**src/rtl/dsm_pkg.sv**
```systemverilog
// Shared types and constants of the four-channel DAC stereo mixer.
package dsm_pkg;

  localparam int unsigned NUM_CH   = 4;
  localparam int unsigned CFG_IDX_W = 3;

  localparam logic [7:0] LATCH_MID = 8'h80;
  localparam logic [7:0] IDLE_MAX  = 8'hFF;

  localparam logic [7:0] PORT_LA_ALT = 8'hF1;
  localparam logic [7:0] PORT_LB_ALT = 8'hF3;
  localparam logic [7:0] PORT_RA_ALT = 8'hF9;
  localparam logic [7:0] PORT_RB_ALT = 8'hFB;
  localparam logic [7:0] PORT_LA_PRI = 8'h0F;
  localparam logic [7:0] PORT_LB_PRI = 8'h1F;
  localparam logic [7:0] PORT_RA_PRI = 8'h4F;
  localparam logic [7:0] PORT_RB_PRI = 8'h5F;

  localparam logic [7:0] RST_ALT_MASK  = 8'hF5;
  localparam logic [7:0] RST_ALT_MATCH = 8'hF1;
  localparam logic [7:0] RST_PRI_MASK  = 8'hAF;
  localparam logic [7:0] RST_PRI_MATCH = 8'h0F;
  localparam logic [7:0] RST_STALE     = 8'd25;

  typedef enum logic [1:0] {
    CH_LEFT_A  = 2'd0,
    CH_LEFT_B  = 2'd1,
    CH_RIGHT_A = 2'd2,
    CH_RIGHT_B = 2'd3
  } chan_e;

  typedef enum logic [CFG_IDX_W-1:0] {
    REG_ALT_MASK  = 3'd0,
    REG_ALT_MATCH = 3'd1,
    REG_PRI_MASK  = 3'd2,
    REG_PRI_MATCH = 3'd3,
    REG_STALE     = 3'd4,
    REG_MUTE      = 3'd5,
    REG_SUPPRESS  = 3'd6
  } cfg_idx_e;

  typedef enum logic {
    OP_WRITE = 1'b0,
    OP_FRAME = 1'b1
  } op_e;

  typedef enum logic {
    CAUSE_WRITE = 1'b0,
    CAUSE_DECAY = 1'b1
  } cause_e;

  typedef enum logic [2:0] {
    ST_IDLE,
    ST_WRITE,
    ST_SCAN,
    ST_EMIT
  } state_e;

endpackage

```
**src/rtl/dsm_if.sv**
```systemverilog
// Channel interfaces: input items, result items and configuration writes.
interface dsm_in_if #(
  parameter int unsigned TIME_BITS = 20
);
  logic                 valid;
  logic                 ready;
  logic                 operation;
  logic [15:0]          port;
  logic [7:0]           value;
  logic [TIME_BITS-1:0] step_time;

  modport source (output valid, operation, port, value, step_time, input ready);
  modport sink   (input valid, operation, port, value, step_time, output ready);
endinterface

interface dsm_out_if #(
  parameter int unsigned TIME_BITS = 20
);
  logic                 valid;
  logic                 ready;
  logic                 cause;
  logic [1:0]           channel;
  logic [TIME_BITS-1:0] step_at;
  logic signed [16:0]   left_delta;
  logic signed [16:0]   right_delta;
  logic signed [15:0]   left_level;
  logic signed [15:0]   right_level;
  logic                 step_valid;
  logic                 frame_active;
  logic                 last;

  modport source (output valid, cause, channel, step_at, left_delta, right_delta,
                  left_level, right_level, step_valid, frame_active, last,
                  input ready);
  modport sink   (input valid, cause, channel, step_at, left_delta, right_delta,
                  left_level, right_level, step_valid, frame_active, last,
                  output ready);
endinterface

interface dsm_cfg_if;
  logic                          valid;
  logic                          ready;
  logic [dsm_pkg::CFG_IDX_W-1:0] index;
  logic [7:0]                    data;

  modport source (output valid, index, data, input ready);
  modport sink   (input valid, index, data, output ready);
endinterface

```
**src/rtl/four_channel_dac_stereo_mixer.sv**
```systemverilog
// Four-channel DAC latch block with stereo mixer and stale-channel decay.
// Port write: accept, latch and mix steps; the result is registered in the mix step;
//   a port that no set accepts returns to idle after the latch step without a result.
// Frame start: accept, one scan step per channel up to the last decay (all channels with no
//   decay) and one mix step per decayed channel; a held result stalls the mix step.
// Reset: latches at midpoint, counters, flags, levels cleared, registers defaulted.
module four_channel_dac_stereo_mixer #(
  parameter int unsigned TIME_BITS = 20
) (
  input  logic       clk_i,
  input  logic       rst_ni,
  dsm_cfg_if.sink    cfg_i,
  dsm_in_if.sink     in_i,
  dsm_out_if.source  res_o
);
  import dsm_pkg::*;

  state_e state_q, state_d;
  logic [1:0] ch_q, ch_d;
  logic       last_q, cause_q;
  logic [NUM_CH-1:0] dec_q;
  logic [7:0] lo_q, val_q;
  logic [TIME_BITS-1:0] time_q;

  logic [7:0] latch_q [NUM_CH];
  logic [NUM_CH-1:0] wr_q;
  logic [7:0] idle_q [NUM_CH];
  logic signed [15:0] prev_l_q, prev_r_q;
  logic act_q;

  logic [7:0] alt_mask_q, alt_match_q, pri_mask_q, pri_match_q, stale_q;
  logic [3:0] mute_q;
  logic       sup_q;

  logic                 out_valid_q;
  logic                 out_cause_q, out_sv_q, out_fa_q, out_last_q;
  logic [1:0]           out_ch_q;
  logic [TIME_BITS-1:0] out_at_q;
  logic signed [16:0]   out_dl_q, out_dr_q;
  logic signed [15:0]   out_ll_q, out_rl_q;

  logic take_in, write_en, decay_en, emit_en, hit;
  logic [1:0] dec_ch;
  logic [NUM_CH-1:0] higher;

  logic signed [8:0] contrib [NUM_CH];
  logic signed [8:0] sole;
  logic [2:0] nz_cnt;
  logic signed [9:0] sum_l, sum_r, mix_l, mix_r;
  logic signed [15:0] lev_l, lev_r;
  logic signed [16:0] dl, dr;
  logic step_ok;

  logic [7:0] idle_inc [NUM_CH];
  logic [NUM_CH-1:0] dec_new;

  assign cfg_i.ready = 1'b1;
  assign in_i.ready  = (state_q == ST_IDLE);

  assign hit = ((lo_q & alt_mask_q) == alt_match_q) || ((lo_q & pri_mask_q) == pri_match_q);

  always_comb begin
    case (lo_q)
      PORT_LA_ALT, PORT_LA_PRI: dec_ch = CH_LEFT_A;
      PORT_LB_ALT, PORT_LB_PRI: dec_ch = CH_LEFT_B;
      PORT_RA_ALT, PORT_RA_PRI: dec_ch = CH_RIGHT_A;
      default:                  dec_ch = CH_RIGHT_B;
    endcase
  end

  assign higher = dec_q >> ch_q;

  always_comb begin
    for (int i = 0; i < NUM_CH; i++) begin
      idle_inc[i] = (idle_q[i] == IDLE_MAX) ? IDLE_MAX : idle_q[i] + 8'd1;
      dec_new[i]  = !wr_q[i] && (idle_inc[i] >= stale_q) && (latch_q[i] != LATCH_MID);
    end
  end

  // shared mix and delta unit
  always_comb begin
    sole   = '0;
    nz_cnt = '0;
    for (int i = 0; i < NUM_CH; i++) begin
      contrib[i] = mute_q[i] ? 9'sd0 : $signed({1'b0, latch_q[i]} - 9'd128);
      if (contrib[i] != 9'sd0) begin
        sole   = contrib[i];
        nz_cnt = nz_cnt + 3'd1;
      end
    end
    sum_l = 10'(contrib[0]) + 10'(contrib[1]);
    sum_r = 10'(contrib[2]) + 10'(contrib[3]);
    mix_l = (nz_cnt <= 3'd1) ? 10'(sole) : sum_l;
    mix_r = (nz_cnt <= 3'd1) ? 10'(sole) : sum_r;
    lev_l = {mix_l[8:0], 7'd0};
    lev_r = {mix_r[8:0], 7'd0};
    dl    = 17'(lev_l) - 17'(prev_l_q);
    dr    = 17'(lev_r) - 17'(prev_r_q);
    step_ok = !sup_q && ((dl != 17'sd0) || (dr != 17'sd0));
  end

  always_ff @(posedge clk_i or negedge rst_ni) begin
    if (!rst_ni) begin
      state_q <= ST_IDLE;
    end else begin
      state_q <= state_d;
    end
  end

  always_comb begin
    state_d  = state_q;
    ch_d     = ch_q;
    take_in  = 1'b0;
    write_en = 1'b0;
    decay_en = 1'b0;
    emit_en  = 1'b0;
    case (state_q)
      ST_IDLE: begin
        if (in_i.valid) begin
          take_in = 1'b1;
          ch_d    = '0;
          state_d = (in_i.operation == OP_FRAME) ? ST_SCAN : ST_WRITE;
        end
      end
      ST_WRITE: begin
        if (hit) begin
          write_en = 1'b1;
          ch_d     = dec_ch;
          state_d  = ST_EMIT;
        end else begin
          state_d = ST_IDLE;
        end
      end
      ST_SCAN: begin
        if (dec_q[ch_q]) begin
          decay_en = 1'b1;
          state_d  = ST_EMIT;
        end else if (ch_q == 2'd3) begin
          state_d = ST_IDLE;
        end else begin
          ch_d = ch_q + 2'd1;
        end
      end
      ST_EMIT: begin
        if (!out_valid_q || res_o.ready) begin
          emit_en = 1'b1;
          if (last_q) begin
            state_d = ST_IDLE;
          end else begin
            ch_d    = ch_q + 2'd1;
            state_d = ST_SCAN;
          end
        end
      end
      default: state_d = ST_IDLE;
    endcase
  end

  always_ff @(posedge clk_i or negedge rst_ni) begin
    if (!rst_ni) begin
      ch_q        <= '0;
      last_q      <= 1'b0;
      cause_q     <= CAUSE_WRITE;
      dec_q       <= '0;
      wr_q        <= '0;
      prev_l_q    <= '0;
      prev_r_q    <= '0;
      act_q       <= 1'b0;
      out_valid_q <= 1'b0;
      alt_mask_q  <= RST_ALT_MASK;
      alt_match_q <= RST_ALT_MATCH;
      pri_mask_q  <= RST_PRI_MASK;
      pri_match_q <= RST_PRI_MATCH;
      stale_q     <= RST_STALE;
      mute_q      <= '0;
      sup_q       <= 1'b0;
      for (int i = 0; i < NUM_CH; i++) begin
        latch_q[i] <= LATCH_MID;
        idle_q[i]  <= '0;
      end
    end else begin
      ch_q <= ch_d;
      if (cfg_i.valid) begin
        case (cfg_i.index)
          REG_ALT_MASK:  alt_mask_q  <= cfg_i.data;
          REG_ALT_MATCH: alt_match_q <= cfg_i.data;
          REG_PRI_MASK:  pri_mask_q  <= cfg_i.data;
          REG_PRI_MATCH: pri_match_q <= cfg_i.data;
          REG_STALE:     stale_q     <= cfg_i.data;
          REG_MUTE:      mute_q      <= cfg_i.data[3:0];
          REG_SUPPRESS:  sup_q       <= cfg_i.data[0];
          default: ;
        endcase
      end
      if (take_in && in_i.operation == OP_FRAME) begin
        act_q <= 1'b0;
        dec_q <= dec_new;
        wr_q  <= '0;
        for (int i = 0; i < NUM_CH; i++) begin
          idle_q[i] <= wr_q[i] ? 8'd0 : idle_inc[i];
        end
      end
      if (write_en) begin
        latch_q[dec_ch] <= val_q;
        wr_q[dec_ch]    <= 1'b1;
        idle_q[dec_ch]  <= '0;
        cause_q         <= CAUSE_WRITE;
        last_q          <= 1'b1;
      end
      if (decay_en) begin
        latch_q[ch_q] <= LATCH_MID;
        cause_q       <= CAUSE_DECAY;
        last_q        <= (higher[3:1] == 3'd0);
      end
      if (emit_en) begin
        prev_l_q <= lev_l;
        prev_r_q <= lev_r;
        if (step_ok) begin
          act_q <= 1'b1;
        end
        out_valid_q <= 1'b1;
      end else if (res_o.ready) begin
        out_valid_q <= 1'b0;
      end
    end
  end

  always_ff @(posedge clk_i) begin
    if (take_in) begin
      lo_q   <= in_i.port[7:0];
      val_q  <= in_i.value;
      time_q <= in_i.step_time;
    end
    if (emit_en) begin
      out_cause_q <= cause_q;
      out_ch_q    <= ch_q;
      out_at_q    <= (cause_q == CAUSE_DECAY) ? '0 : time_q;
      out_dl_q    <= dl;
      out_dr_q    <= dr;
      out_ll_q    <= lev_l;
      out_rl_q    <= lev_r;
      out_sv_q    <= step_ok;
      out_fa_q    <= act_q | step_ok;
      out_last_q  <= last_q;
    end
  end

  assign res_o.valid        = out_valid_q;
  assign res_o.cause        = out_cause_q;
  assign res_o.channel      = out_ch_q;
  assign res_o.step_at      = out_at_q;
  assign res_o.left_delta   = out_dl_q;
  assign res_o.right_delta  = out_dr_q;
  assign res_o.left_level   = out_ll_q;
  assign res_o.right_level  = out_rl_q;
  assign res_o.step_valid   = out_sv_q;
  assign res_o.frame_active = out_fa_q;
  assign res_o.last         = out_last_q;

endmodule

```
**src/flat_wrapper.sv**
```systemverilog
// flat-port wrapper written by rule: the top's interface ports become plain ports
module four_channel_dac_stereo_mixer_flat import dsm_pkg::*;
#(
  parameter int unsigned TIME_BITS = 20
)
  (clk_i, rst_ni, cfg_i_valid, cfg_i_index, cfg_i_data, cfg_i_ready, in_i_valid, in_i_operation, in_i_port, in_i_value, in_i_step_time, in_i_ready, res_o_valid, res_o_cause, res_o_channel, res_o_step_at, res_o_left_delta, res_o_right_delta, res_o_left_level, res_o_right_level, res_o_step_valid, res_o_frame_active, res_o_last, res_o_ready);
  dsm_cfg_if cfg_i_i ();
  dsm_in_if #(.TIME_BITS(TIME_BITS)) in_i_i ();
  dsm_out_if #(.TIME_BITS(TIME_BITS)) res_o_i ();
  input  logic clk_i;
  input  logic rst_ni;
  input wire logic [$bits(cfg_i_i.valid)-1:0] cfg_i_valid;
  input wire logic [$bits(cfg_i_i.index)-1:0] cfg_i_index;
  input wire logic [$bits(cfg_i_i.data)-1:0] cfg_i_data;
  output wire logic [$bits(cfg_i_i.ready)-1:0] cfg_i_ready;
  input wire logic [$bits(in_i_i.valid)-1:0] in_i_valid;
  input wire logic [$bits(in_i_i.operation)-1:0] in_i_operation;
  input wire logic [$bits(in_i_i.port)-1:0] in_i_port;
  input wire logic [$bits(in_i_i.value)-1:0] in_i_value;
  input wire logic [$bits(in_i_i.step_time)-1:0] in_i_step_time;
  output wire logic [$bits(in_i_i.ready)-1:0] in_i_ready;
  output wire logic [$bits(res_o_i.valid)-1:0] res_o_valid;
  output wire logic [$bits(res_o_i.cause)-1:0] res_o_cause;
  output wire logic [$bits(res_o_i.channel)-1:0] res_o_channel;
  output wire logic [$bits(res_o_i.step_at)-1:0] res_o_step_at;
  output wire logic [$bits(res_o_i.left_delta)-1:0] res_o_left_delta;
  output wire logic [$bits(res_o_i.right_delta)-1:0] res_o_right_delta;
  output wire logic [$bits(res_o_i.left_level)-1:0] res_o_left_level;
  output wire logic [$bits(res_o_i.right_level)-1:0] res_o_right_level;
  output wire logic [$bits(res_o_i.step_valid)-1:0] res_o_step_valid;
  output wire logic [$bits(res_o_i.frame_active)-1:0] res_o_frame_active;
  output wire logic [$bits(res_o_i.last)-1:0] res_o_last;
  input wire logic [$bits(res_o_i.ready)-1:0] res_o_ready;
  assign cfg_i_i.valid = cfg_i_valid;
  assign cfg_i_i.index = cfg_i_index;
  assign cfg_i_i.data = cfg_i_data;
  assign cfg_i_ready = cfg_i_i.ready;
  assign in_i_i.valid = in_i_valid;
  assign in_i_i.operation = in_i_operation;
  assign in_i_i.port = in_i_port;
  assign in_i_i.value = in_i_value;
  assign in_i_i.step_time = in_i_step_time;
  assign in_i_ready = in_i_i.ready;
  assign res_o_valid = res_o_i.valid;
  assign res_o_cause = res_o_i.cause;
  assign res_o_channel = res_o_i.channel;
  assign res_o_step_at = res_o_i.step_at;
  assign res_o_left_delta = res_o_i.left_delta;
  assign res_o_right_delta = res_o_i.right_delta;
  assign res_o_left_level = res_o_i.left_level;
  assign res_o_right_level = res_o_i.right_level;
  assign res_o_step_valid = res_o_i.step_valid;
  assign res_o_frame_active = res_o_i.frame_active;
  assign res_o_last = res_o_i.last;
  assign res_o_i.ready = res_o_ready;
  four_channel_dac_stereo_mixer #(.TIME_BITS(TIME_BITS)) u_core (.clk_i(clk_i), .rst_ni(rst_ni), .cfg_i(cfg_i_i), .in_i(in_i_i), .res_o(res_o_i));
endmodule
```
**config.mk**
```make
export PLATFORM = sky130hd
export DESIGN_NAME = four_channel_dac_stereo_mixer_flat
export DESIGN_NICKNAME = d
export VERILOG_FILES = /design/src/rtl/dsm_pkg.sv /design/src/rtl/dsm_if.sv /design/src/rtl/four_channel_dac_stereo_mixer.sv /design/src/flat_wrapper.sv
export SDC_FILE = /design/constraint.sdc
export NUM_CORES = 1
export LEC_CHECK = 0
export BUFFER_PORTS_ARGS = -buffer_cell sky130_fd_sc_hd__buf_4
export CAP_MARGIN = 20
export CORE_ASPECT_RATIO = 1.2
export CORE_MARGIN = 5
export CORE_UTILIZATION = 41
export DETAILED_ROUTE_END_ITERATION = 12
export PLACE_DENSITY = 0.66
export SYNTH_ARGS = -nofsm -noshare
export SYNTH_HDL_FRONTEND = slang
export SYNTH_SLANG_ARGS = --single-unit
```
**constraint.sdc**
```tcl
create_clock -name clk_i -period 12.6 [get_ports clk_i]
set_input_delay 2.52 -clock clk_i [delete_from_list [all_inputs] [get_ports clk_i]]
set_output_delay 2.52 -clock clk_i [all_outputs]
set_load 0.05 [all_outputs]
```
Yosys cells after proc, flatten, opt, wreduce, memory -nomap -nowiden:

Cells that the tools add are included.

* flip-flop bits (word level): 258
* input bits: 61
* output and inout port bits: 95
* word-level logic and storage cells: 227

* add/subtract/negate cells: 16
* order comparisons: 12
* eq/ne operators: 33
* shift-type cells: 1
* multiplexer cells: 70
* bitwise operators: 11
* reductions and logical operators: 46

Operator list (count)
* $mux W32: 4
* $mux W9: 10
* $mux W8: 10
* $eq A8 B8 Y1 const B: 7
* $reduce_bool A9 Y1: 4
* $sub A8 B8 Y9 const B: 4
* $reduce_bool A17 Y1: 2
* $sub A16 B16 Y17: 2
* $add A8 B1 Y8 const B: 4
* $and A32 B32 Y32: 1
* $bwmux W32: 1
* $demux W8 S2: 2
* $ge A8 B8 Y1: 4
* $ne A8 B8 Y1 const B: 4
* $not A32 Y32: 1
* $and A28 B28 Y28: 1
* $not A28 Y28: 1
* $mux W3: 7
* $mux W1: 20
* $add A9 B9 Y9: 2
* $mux W2: 9
* $and A8 B8 Y8: 2
* $eq A8 B8 Y1: 2
* $reduce_and A2 Y1: 7
* 37 further kinds: 78

Longest topological paths before layout:

* word-level depth: 18
* mapped depth: 21
* depth with buffers taken out: 20

Worst setup path after synthesis:

No wires, ideal clock.

* path kind: in2reg
* from: input res_o_ready
* to: register u_core.prev_r_q[8]
* library setup time: 0.118 ns
* arrival time: 5.298 ns
* data required time: 12.482 ns
* slack: 7.184 ns
* cell stages on the path: 6
* buffers on the path: 1
* cells stage by stage: nand2b_1 nand2_1 inv_1 clkbuf_1 o21ai_0 o22ai_1

* longest elaborated chain between the ends: 3

Ends and longest elaborated chain
* start: declaration: line flat_wrapper.sv:33 `input wire logic [$bits(res_o_i.ready)-1:0] res_o_ready;`
* $logic_or A1 B1 Y1: line four_channel_dac_stereo_mixer.sv:145 `if (!out_valid_q || res_o.ready) begin`
* $mux W1: line four_channel_dac_stereo_mixer.sv:145
* $mux W1: line four_channel_dac_stereo_mixer.sv:117 `case (state_q)`
* net u_core.emit_en: line four_channel_dac_stereo_mixer.sv:42 `logic take_in, write_en, decay_en, emit_en, hit;`
* end signal: assignment: line four_channel_dac_stereo_mixer.sv:217 `prev_r_q <= lev_r;`
* end: declaration: line four_channel_dac_stereo_mixer.sv:28 `logic signed [15:0] prev_l_q, prev_r_q;`

The timed path passes the listed nets, and every way through them passes these cells.
A chain may end at the register's enable or synchronous reset.

Worst setup path after layout:

* from: register u_core.latch_q[23] (netlist name)
* to: register u_core.out_fa_q, in the netlist u_core.res_o.frame_active (data pin)

* longest elaborated chain between the ends: 15
* elaborated cells on any way between the ends: 22
* those cells by class: add/sub: 6; order compare: 1; mux: 9; bitwise: 1; reduce/logical: 5

Ends and longest elaborated chain
* start: declaration: line four_channel_dac_stereo_mixer.sv:25 `logic [7:0] latch_q [NUM_CH];`
* start signal: indexed assignment: line four_channel_dac_stereo_mixer.sv:204 `latch_q[dec_ch] <= val_q;`
* $sub A8 B8 Y9 (*): line four_channel_dac_stereo_mixer.sv:85 `contrib[i] = mute_q[i] ? 9'sd0 : $signed({1'b0, latch_q[i]} - 9'd128);`
* $mux W9 (*): line four_channel_dac_stereo_mixer.sv:85
* $reduce_bool A9 Y1 (*): line four_channel_dac_stereo_mixer.sv:86 `if (contrib[i] != 9'sd0) begin`
* $mux W3: line four_channel_dac_stereo_mixer.sv:86
* $add A3 B1 Y3: line four_channel_dac_stereo_mixer.sv:88 `nz_cnt = nz_cnt + 3'd1;`
* $mux W3: line four_channel_dac_stereo_mixer.sv:86
* $add A3 B1 Y3: line four_channel_dac_stereo_mixer.sv:88
* $mux W3: line four_channel_dac_stereo_mixer.sv:86
* $le A3 B1 Y1: line four_channel_dac_stereo_mixer.sv:94 `mix_r = (nz_cnt <= 3'd1) ? 10'(sole) : sum_r;`
* $mux W9 (*): line four_channel_dac_stereo_mixer.sv:94
* net u_core.mix_r[1]: line four_channel_dac_stereo_mixer.sv:49 `logic signed [9:0] sum_l, sum_r, mix_l, mix_r;`
* $sub A16 B16 Y17 (*): line four_channel_dac_stereo_mixer.sv:98 `dr = 17'(lev_r) - 17'(prev_r_q);`
* net u_core.dr[8]: line four_channel_dac_stereo_mixer.sv:51 `logic signed [16:0] dl, dr;`
* $reduce_bool A17 Y1 (*): line four_channel_dac_stereo_mixer.sv:99 `step_ok = !sup_q && ((dl != 17'sd0) || (dr != 17'sd0));`
* $logic_or A1 B1 Y1 (*): line four_channel_dac_stereo_mixer.sv:99
* $logic_and A1 B1 Y1 (*): line four_channel_dac_stereo_mixer.sv:99
* $or A1 B1 Y1 (*): line four_channel_dac_stereo_mixer.sv:243 `out_fa_q <= act_q | step_ok;`
* end signal: assignment: line four_channel_dac_stereo_mixer.sv:243
* end: declaration: line four_channel_dac_stereo_mixer.sv:36 `logic out_cause_q, out_sv_q, out_fa_q, out_last_q;`

Mark *: on every way through the listed nets, which the timed path passes. The rest lies on a longest branch.

==> summary.md <==
| Metric | Value |
|---|---|
| Total Wirelength | roughly 30 mm |
| Syn Inst Count | about 1.2k |
| H-tree Lvls | 1 |
| CTS resizes | 0 |
| Final setup fails | 0 |
| # rows | between 70 and 80 |
| Post-route setup slack | ~6500 ps |
| Drt first pass iters | 5 |
| Clock-pin slew on the worst setup and hold paths | about 60 ps |
| Total Negative Setup Slacks | 0 ps |
| # clock sinks | 243 |
| Min cycle time layout | around 6100 ps |
| PwrDens | 268.0 mW/mm^2 |
| Slew HR | 0.3707 |
| Crit end category | flip-flop |
| Max stage delay on crit path | roughly 800 ps |
| Commonest register cell after synthesis | dfrtp_1 |
| Unrepaired setup endpoints after global routing | no |
| Vias per cell | 5.314 |
| Gpl congestion | about 0.86 |
| Cell family with most CP delay | compound AO/OA/AOI/OAI gates |
| Max-cap violations | 0 |
| YS warnings | 0 |
| Ranking of synthesized cells by area | edfxtp_1 23%, dfrtp_1 22%, ha_1 7.6%, dfstp_2 5.5%, mux2_2 4.3% |
| Mean Syn Cell Area | 10.87 um^2 |
| Worst clock skew | approximately 22 ps |
| Hold buffers post-CTS | 0 |
| Post-Place Setup Slack | 6546 ps |
| Grt total ovfl | 0 |
| Global-route wire length before repair | 48.20 mm |
| Worst skew pair latency | approximately 540 ps |
| Leakage power | 6.859 nW |
| WL/cell | between 15 and 20 um |
| Post-synth EDFFs | 100 |
| Yosys top cell by area | edfxtp_1 |
| # port buffers | between 100 and 150 |
| Drt drc | 0 |
| Ant diodes | 0 |
| CP required | 12880 ps |
| Hold crit path type | flip-flop to flip-flop |
| Total number of vias | ~9.4k |
| Placed Instances | roughly 1.7k |
| Setup Buffers After CTS | 0 |
| Crit-path cells | nor4b_1 -> a21oi_1 -> ha_1 -> nand2_1 -> a211oi_1 -> xor2_1 -> o32a_1 -> a211oi_1 -> a21oi_1 -> inv_1 -> fa_1 -> inv_1 -> nor4_1 -> o211ai_1 -> or3_1 -> nor4_1 -> and4b_1 -> o21bai_1 |
| Final Hold Viols | 0 |
| Worst-Margin Slew | around 940 ps |
| CTS root buf | clkbuf_16 |
| Worst path slowest cell | o32a_1 |
| Final Cycle Share | 0.4831 |
| Die area | ~0.036 mm^2 |
| Share of the synthesized area in the top cell type | 0.2262 |
| Initial antenna violation count | 0 |
| HPWL after DPL | 22.04 mm |
| Pins Over Slew Limit | 0 |
| Initial Util | 0.4139 |
| Layout cells sized above 1 | 0.1984 |
| Distinct cells, synth | between 70 and 80 |
| Worst setup SP type | flip-flop |
| Initial DRC Count | approximately 600 |
| CTS Buf Count | 27 |
| FILL cells | 2926 |
| Yosys reg bits | about 240 |
| Final #Nets | 1481 |
| Async SR Flop Fraction | 0.5885 |
| Worst VDD drop | 0.0001337 V |
| Crit path kind | flip-flop to flip-flop |
| Die height | between 200 and 250 um |
| All-Layer GR Usage | 0.1616 |
| Die Wd | ~170 um |
| Area delta synth->final | 15.44% |
| Clock tree buffer depth | 3 |
| Outcome | finished, final reports clean |
| Worst Path Buf+Inv | 2 |
| IO Pins | around 160 |
| Fin cells | between 1.5k and 2k |
| Crit Path Max Fanout | 24 |
| Vias in the first global route | 9130 |
| Register area share after synthesis | 0.4984 |
| Worst EP arrival | approximately 6400 ps |
| Routed Antenna Nets | 0 |
| Post-Syn Area | ~0.013 mm^2 |
| CTS tree | yes |
| F_max | around 0.16 GHz |
| Largest net degree at the start of global routing | between 90 and 100 |
| Core area | 0.03207 mm^2 |
==> routing by layer <==
metal	global-route usage	vias up	share of wire
li1	-	4599	-
met1	0.1995	4533	0.42
met2	0.2926	185	0.52
met3	0.02006	51	0.035
met4	0.05217	0	0.028
met5	0	-	0
==> final timing paths <==
path,startpoint,endpoint,slack [ps],cells after the start
min in group asynchronous,rst_ni,u_core.pri_mask_q[6]$_DFFE_PN0P_,2080,1
max,u_core.latch_q[23]$_DFF_PN1_,u_core.res_o.frame_active$_DFFE_PP_,6510,18
min,u_core.act_q$_DFF_PN0_,u_core.act_q$_DFF_PN0_,470,2
min reg2reg,u_core.act_q$_DFF_PN0_,u_core.act_q$_DFF_PN0_,470,2
max in group asynchronous,rst_ni,u_core.latch_q[10]$_DFF_PN0_,9300,2
max reg2reg,u_core.latch_q[23]$_DFF_PN1_,u_core.res_o.frame_active$_DFFE_PP_,6510,18
==> flip-flops by register name (all words and copies together) (netlist names), 4 cells and up <==
| signal | cells |
|---|---|
| u_core.alt_mask_q | 8 |
| u_core.alt_match_q | 8 |
| u_core.dec_q | 4 |
| u_core.idle_q | 32 |
| u_core.latch_q | 32 |
| u_core.lo_q | 8 |
| u_core.mute_q | 4 |
| u_core.prev_l_q | 9 |
| u_core.prev_r_q | 9 |
| u_core.pri_mask_q | 8 |
| u_core.pri_match_q | 8 |
| u_core.res_o.left_delta | 10 |
| u_core.res_o.left_level | 9 |
| u_core.res_o.right_delta | 10 |
| u_core.res_o.right_level | 9 |
| u_core.res_o.step_at | 20 |
| u_core.stale_q | 8 |
| u_core.time_q | 20 |
| u_core.val_q | 8 |
| u_core.wr_q | 4 |
==> stage by stage <==
stage	utilization	hold WS, ps	instance area, um^2	power, mW
finish	0.4778	474.9	15320	4.107
global placement	0.4494	456.7	14410	3.275
CTS	0.4778	474.4	15320	4.136
floorplan	-	442.7	13380	2.802
global route	0.4778	512.6	15320	4.389
detailed placement	0.4494	460.5	14410	3.324
==> final cells by class <==
type | count | area [um^2] | area share
clock buffer | 42 | 814.5 | 0.05316
clock inverter | 8 | 97.59 | 0.006369
inverter | 72 | 271.5 | 0.01772
multi-input combinational | 865 | 6065 | 0.3958
sequential | 243 | 6616 | 0.4318
tap | 407 | 509.2 | 0.03323
timing repair buffer | 126 | 949.7 | 0.06197
==> placed cells by master (no fill, tap or decap), drive strengths merged, types with 20 or more instances in the layout <==
cell	n
dfstp	28
nor2	122
ha	81
dfrtp	115
and3	25
o21ai	39
a21o	31
buf	126
a21oi	60
edfxtp	100
nand2	53
nand2b	20
nand3	22
inv	72
mux2i	30
a31oi	22
mux2	51
clkbuf	42
conb	29
nor2b	55
a22oi	27
==> cells in the mapped netlist, drive strengths merged (5+ instances only) <==
| library cell | count |
|---|---|
| a21o | 31 |
| nor2b | 55 |
| clkbuf | 23 |
| a31oi | 22 |
| nand3 | 22 |
| a21oi | 60 |
| inv | 72 |
| a211oi | 10 |
| o21ai | 39 |
| mux2 | 51 |
| o21a | 9 |
| a22oi | 27 |
| o22ai | 11 |
| ha | 81 |
| o21bai | 5 |
| nor3 | 19 |
| dfrtp | 115 |
| buf | 45 |
| nand2b | 20 |
| xor2 | 11 |
| nor3b | 5 |
| xnor2 | 19 |
| and3 | 25 |
| a21boi | 5 |
| o211ai | 7 |
| nand2 | 53 |
| or3 | 6 |
| nor2 | 122 |
| edfxtp | 100 |
| nor4 | 12 |
| dfstp | 28 |
| mux2i | 30 |
==> worst register-to-register path: stages (launching register included) <==
cell and delay, ps:
dfstp_2 550, nor4b_1 390, a21oi_1 340, ha_1 440, nand2_1 70, a211oi_1 260, xor2_1 220, o32a_1 800
a211oi_1 260, a21oi_1 340, inv_1 100, fa_1 570, inv_1 70, nor4_1 310, o211ai_1 170, or3_1 320
nor4_1 180, and4b_1 380, o21bai_1 90
==> kinds of logic (layout without fill, tap and decap cells) <==
kind of cell | after synthesis | count (layout) | synth area share
XOR/XNOR | 30 | 30 | 0.01979
adder cells (fa/ha/maj) | 85 | 85 | 0.08238
multiplexers | 82 | 82 | 0.06758
AND/OR/NAND/NOR | 375 | 375 | 0.1460
AO/OA/AOI/OAI | 264 | 264 | 0.1328
other | 2 | 29 | 0.0005658
flip-flops | 243 | 243 | 0.4984
buffers and inverters | 140 | 248 | 0.05241
==> where the power goes <==
| part | switching [mW] | internal (mW) | leakage, nW |
|---|---|---|---|
| Clock | 0.316 | 0.485 | 0.454 |
| Sequential | 0.144 | 1.16 | 2.73 |
| Combinational | 1.25 | 0.749 | 3.68 |
| Total | 1.71 | 2.40 | 6.86 |
(Power assumes the default switching activity.)
